`config.mk`:
```
export PLATFORM = sky130hd
export DESIGN_NAME = lrsr_ram
export DESIGN_NICKNAME = d
export VERILOG_FILES = /design/src/sv/lrsr_ram.sv
export SDC_FILE = /design/constraint.sdc
export NUM_CORES = 1
export LEC_CHECK = 0
export BUFFER_PORTS_ARGS = -buffer_cell sky130_fd_sc_hd__buf_2
export CAP_MARGIN = 20
export CORE_MARGIN = 3
export CORE_UTILIZATION = 58
export DETAILED_ROUTE_END_ITERATION = 12
export PLACE_DENSITY = 0.74
export SYNTH_ARGS = -nofsm -noshare
export SYNTH_HDL_FRONTEND = slang
export SYNTH_SLANG_ARGS = --single-unit
```
`constraint.sdc`:
```
create_clock -name clk -period 3.05 [get_ports clk]
set_input_delay 0.61 -clock clk [delete_from_list [all_inputs] [get_ports clk]]
set_output_delay 0.61 -clock clk [all_outputs]
set_load 0.01 [all_outputs]
```
`src/sv/lrsr_ram.sv`:
```
// ----------------------------------------------------------------------------
// lrsr_ram
// Generic simple dual-port RAM: one write port, one read port with a
// registered read that holds its data while no read is issued.
// ----------------------------------------------------------------------------
module lrsr_ram #(
	parameter int WIDTH = 8,
	parameter int DEPTH = 64,
	localparam int AW = (DEPTH > 1) ? $clog2(DEPTH) : 1
) (
	input  logic             clk,
	input  logic             we,
	input  logic [AW-1:0]    waddr,
	input  logic [WIDTH-1:0] wdata,
	input  logic             re,
	input  logic [AW-1:0]    raddr,
	output logic [WIDTH-1:0] rdata
);

	logic [WIDTH-1:0] mem [DEPTH];
	logic [WIDTH-1:0] rdata_q;

	always_ff @(posedge clk) begin
		if (we) begin
			mem[waddr] <= wdata;
		end
		if (re) begin
			rdata_q <= mem[raddr];
		end
	end

	assign rdata = rdata_q;

endmodule

```
## Word level (Yosys, flattened, before mapping)

Memory sizes are Yosys's and may differ from the RTL's. A register that Yosys moved wholly into a read port is not among the register bits.
Cells that the tools add are included.

| operators by class | value |
|---|---|
| divide/modulo/power cells | 0 |
| $lt $le $gt $ge | 0 |
| $add $sub $neg | 0 |
| shift operators | 0 |
| eq/ne operators | 0 |
| reduce and logical (&&, ||, !) cells | 0 |
| $mul | 0 |
| bitwise logic cells | 0 |
| multiplexer cells | 2 |

Operators with widths:

| operator | count |
|---|---|
| two-way mux 1 bit | 2 |

| storage, ports and cells | value |
|---|---|
| bits in read-only memories | 0 |
| bits in latches | 0 |
| memories kept | 1 |
| output and inout bits | 8 |
| bits in writable memories | 512 |
| register bits after elaboration | 0 |

Memory list:

| name | depth | width | read ports | clocked after Yosys merged registers in | wr ports | line | text |
|---|---|---|---|---|---|---|---|
| mem | 64 | 8 | 1 | 1 | 1 | 20 | `logic [WIDTH-1:0] mem [DEPTH];` |

## Longest topological paths before layout

| logic depth | value |
|---|---|
| depth after elaboration | 2 |
| mapped depth | 9 |
| depth with buffers taken out | 5 |

## Worst setup path after synthesis

OpenSTA, ideal clock, no wires.

| timing | value |
|---|---|
| kind | input-to-reg |
| start point | input raddr[1] |
| end point | register rdata_q[3], in the netlist rdata[3], read port of mem, data pin |
| stages on the path | 7 |
| arrival | 2150 ps |
| path slack | 634 ps |
| required time | 2784 ps |
| library setup time | 266 ps |
| buffers on the path | 3 |
| cell sequence | buf_4 -> buf_2 -> buf_2 -> mux4_2 -> mux4_2 -> o21ai_1 -> o41ai_1 |

RTL lines:

| item | line | text |
|---|---|---|
| start: declaration | 16 | `input logic [AW-1:0] raddr,` |
| end: declaration | 21 | `logic [WIDTH-1:0] rdata_q;` |

==> impl_metrics.csv <==
group,metric,value,unit
yosys,yosysUniqueCellTypes,39,
clocking,clkSinkCount,520,
global_route,antenna_found_initial,3,
floorplanning,die_h,193,µm
clocking,cts_buffer_depth,3,
worst_setup_path,r2r_slack,690,ps
timing,finClkSkew,12.6,ps
hold_path,hold_path.class,"in2reg",
route,first_pass_iters,7,
clocking,root_buffer,"clkbuf_16",
floorplanning,dieWidth,193,µm
yosys,syn-num-nets,963,
yosys,muxShareOfSynthArea,15.9,%
place,place_hpwl,29000,µm
yosys,synth_area_leaders,"edfxtp_1, mux4_2, nor2_1, mux2i_1, mux2_2",
layout,seq_area,15600,µm²
yosys,synth_top_family_by_area,"multiplexers",
power,power.density,625,nW/µm²
yosys,synthAdderAreaFrac,0,%
worst_setup_path,startpoint_type,"input pin",
global_route,grt_start_max_net_pins,65,
yosys,synth_area,20200,µm²
yosys,netlist_instances,940,
timing,hold_viol_final,0,
yosys,avgSynthCellArea,21.5,µm²
layout,layout_common_cells,"edfxtp_1, mux4_2, buf_4",
clocking,clock_latency,560,ps
yosys,ys_warn_count,0,
layout,final_area,23200,µm²
yosys,yosysTopAreaCell,"edfxtp_1",
worst_setup_path,crit_required,3340,ps
layout,fillCellCount,2107,
clocking,cts_tree,"built",
global_route,first_global_vias,10400,
power,power_leakage,0.00749,µW
floorplanning,die-area,37200,µm²
yosys,synthSimpleGateAreaFrac,3.37,%
timing,rsz0062_at_grt,"no",
timing,setup_violations,0,
floorplanning,io_pins,31,
route,wl,45000,µm
global_route,grt_pass1_wl,67200,µm
clocking,cts_hold_buf,0,
timing,fmax,394,MHz
worst_setup_path,cp-end-kind,"flop",
layout,final_common_cell,"edfxtp_1",
place,gp_congestion,0.897,
timing,drv_slew,0,
clocking,h-tree-depth,2,
route,drc,0,
layout,final_nets,1111,
floorplanning,start_util,59.6,%
clocking,postCtsSetupBuffers,0,
global_route,track_usage,25.2,%
layout,drive_gt1_share,31.3,%
route,routedWlPerCell,28.6,µm
place,dpl-instance-area,21700,µm²
timing,period_needed,2540,ps
run_status,outcome,"completed",
route,num_vias,10200,
worst_setup_path,crit_fanout,13,
layout,fin_util,68.3,%
worst_setup_path,arrival,2830,ps
route,detail-route-antenna-nets,0,
floorplanning,core_area,34000,µm²
power,ir_worst_vdd,0.504,mV
timing,slew_headroom,40.5,%
floorplanning,std_cell_rows,67,
worst_setup_path,crit_type,"in2reg",
place,port_buffers,30,
global_route,overflow,0,
route,viasPerCell,6.48,
timing,tightest_slew,870,ps
clocking,cts-buffers-inserted,50,
layout,multiInputGateArea,4320,µm²
yosys,synth_top_area_share,77.1,%
clocking,clk_transition_reported_paths,60,ps
flow_run,cap_violations,0,
yosys,synth-xor-area-share,0,%
timing,finalSetupTns,0,ps
timing,finalCritPeriodShare,83.3,%
clocking,cts_resized,0,
yosys,synth.ff_latch_count,520,
layout,area_growth_syn_to_layout,14.6,%
yosys,synth_seq_area_share,77.1,%
route,drt_iter0_drc,1216,
yosys,synth_compound_area_share,2.06,%
-- final cells by class --
| cell class | count | share of cell area, % |
|---|---|---|
| diodes | 2 | 0.0216 |
| clock buffers | 64 | 5.89 |
| clock inverters | 25 | 0.690 |
| multi-input cells | 369 | 18.6 |
| flip-flops and latches | 520 | 67.3 |
| well taps | 448 | 2.42 |
| repair buffers | 147 | 5.08 |
-- layer usage --
metal | GRT usage, % | routed length, µm | up-vias
met3 | 5.45 | 4340 | 94
met4 | 7.45 | 1340 | 6
li1 | - | - | 4239
met1 | 36.5 | 17700 | 5302
met2 | 39.5 | 21700 | 560
met5 | 0 | 27 | -
-- worst max-delay path: stages --
cell,delay (ps)
clkbuf_8,230
buf_12,200
mux4_2,520
nor2b_1,160
a2111oi_0,780
buf_4,250
o41ai_1,80
-- cells in the mapped netlist --
library cell    n
edfxtp_1      520
mux4_2        126
nor2_1         83
mux2i_1        23
nand2_1        19
clkbuf_1       17
nor2b_1        14
buf_4          13
mux2_2         13
nand3_1        13
buf_2          11
o221ai_1        8
o22ai_1         8
nand2b_1        7
nor3_1          7
a221oi_1        6
a211oi_1        4
buf_1           4
buf_6           4
a21oi_1         3
a22oi_1         3
nand3b_1        3
o2111ai_1       3
o2bb2ai_1       3
a2111oi_0       2
buf_12          2
nand4_1         2
nor4_1          2
o21a_1          2
o21ai_0         2
o21ai_1         2
o221a_2         2
o32ai_1         2
o41ai_1         2
a31oi_1         1
and2_1          1
nand4b_1        1
o311ai_1        1
or3_1           1
-- metrics by stage --
stage	hold WS (ps)	setup slack, ps	power (µW)	instances
2_1_floorplan	709	634	8510	940
3_3_place_gp	842	19.0	8840	1483
3_5_place_dp	915	6.39	8860	1483
4_1_cts	414	599	14600	1572
5_1_grt	425	555	14900	1573
6_report	432	509	14500	1575
-- sequential cells by signal, summed over array words and instances, names as in the netlist --
name   flops
mem      512
rdata      8
-- kinds of logic (layout without fill, tap and decap cells) --
family / after synthesis / count (layout)
compound gates: 54 / 54
mux: 162 / 162
other cells: 0 / 2
simple gates: 153 / 153
buf+inv: 51 / 236
flops: 520 / 520
-- final timing paths --
kind                                  from  cells after the start  endpoint
worst max-delay path              raddr[0]                      7  rdata[3]
worst min-delay path                    re                      1  rdata[3]
worst max register to register   mem[2][3]                      5  rdata[3]
worst min register to register  mem[34][1]                      4  rdata[1]
-- power breakdown --
group	switching [µW]	internal (µW)	leakage [µW]
combinational	459	311	0.00205
clock	2470	3310	0.000748
sequential	24.0	7930	0.00469
total	2950	11500	0.00749
Note: power is estimated with default switching activity, not from simulation.
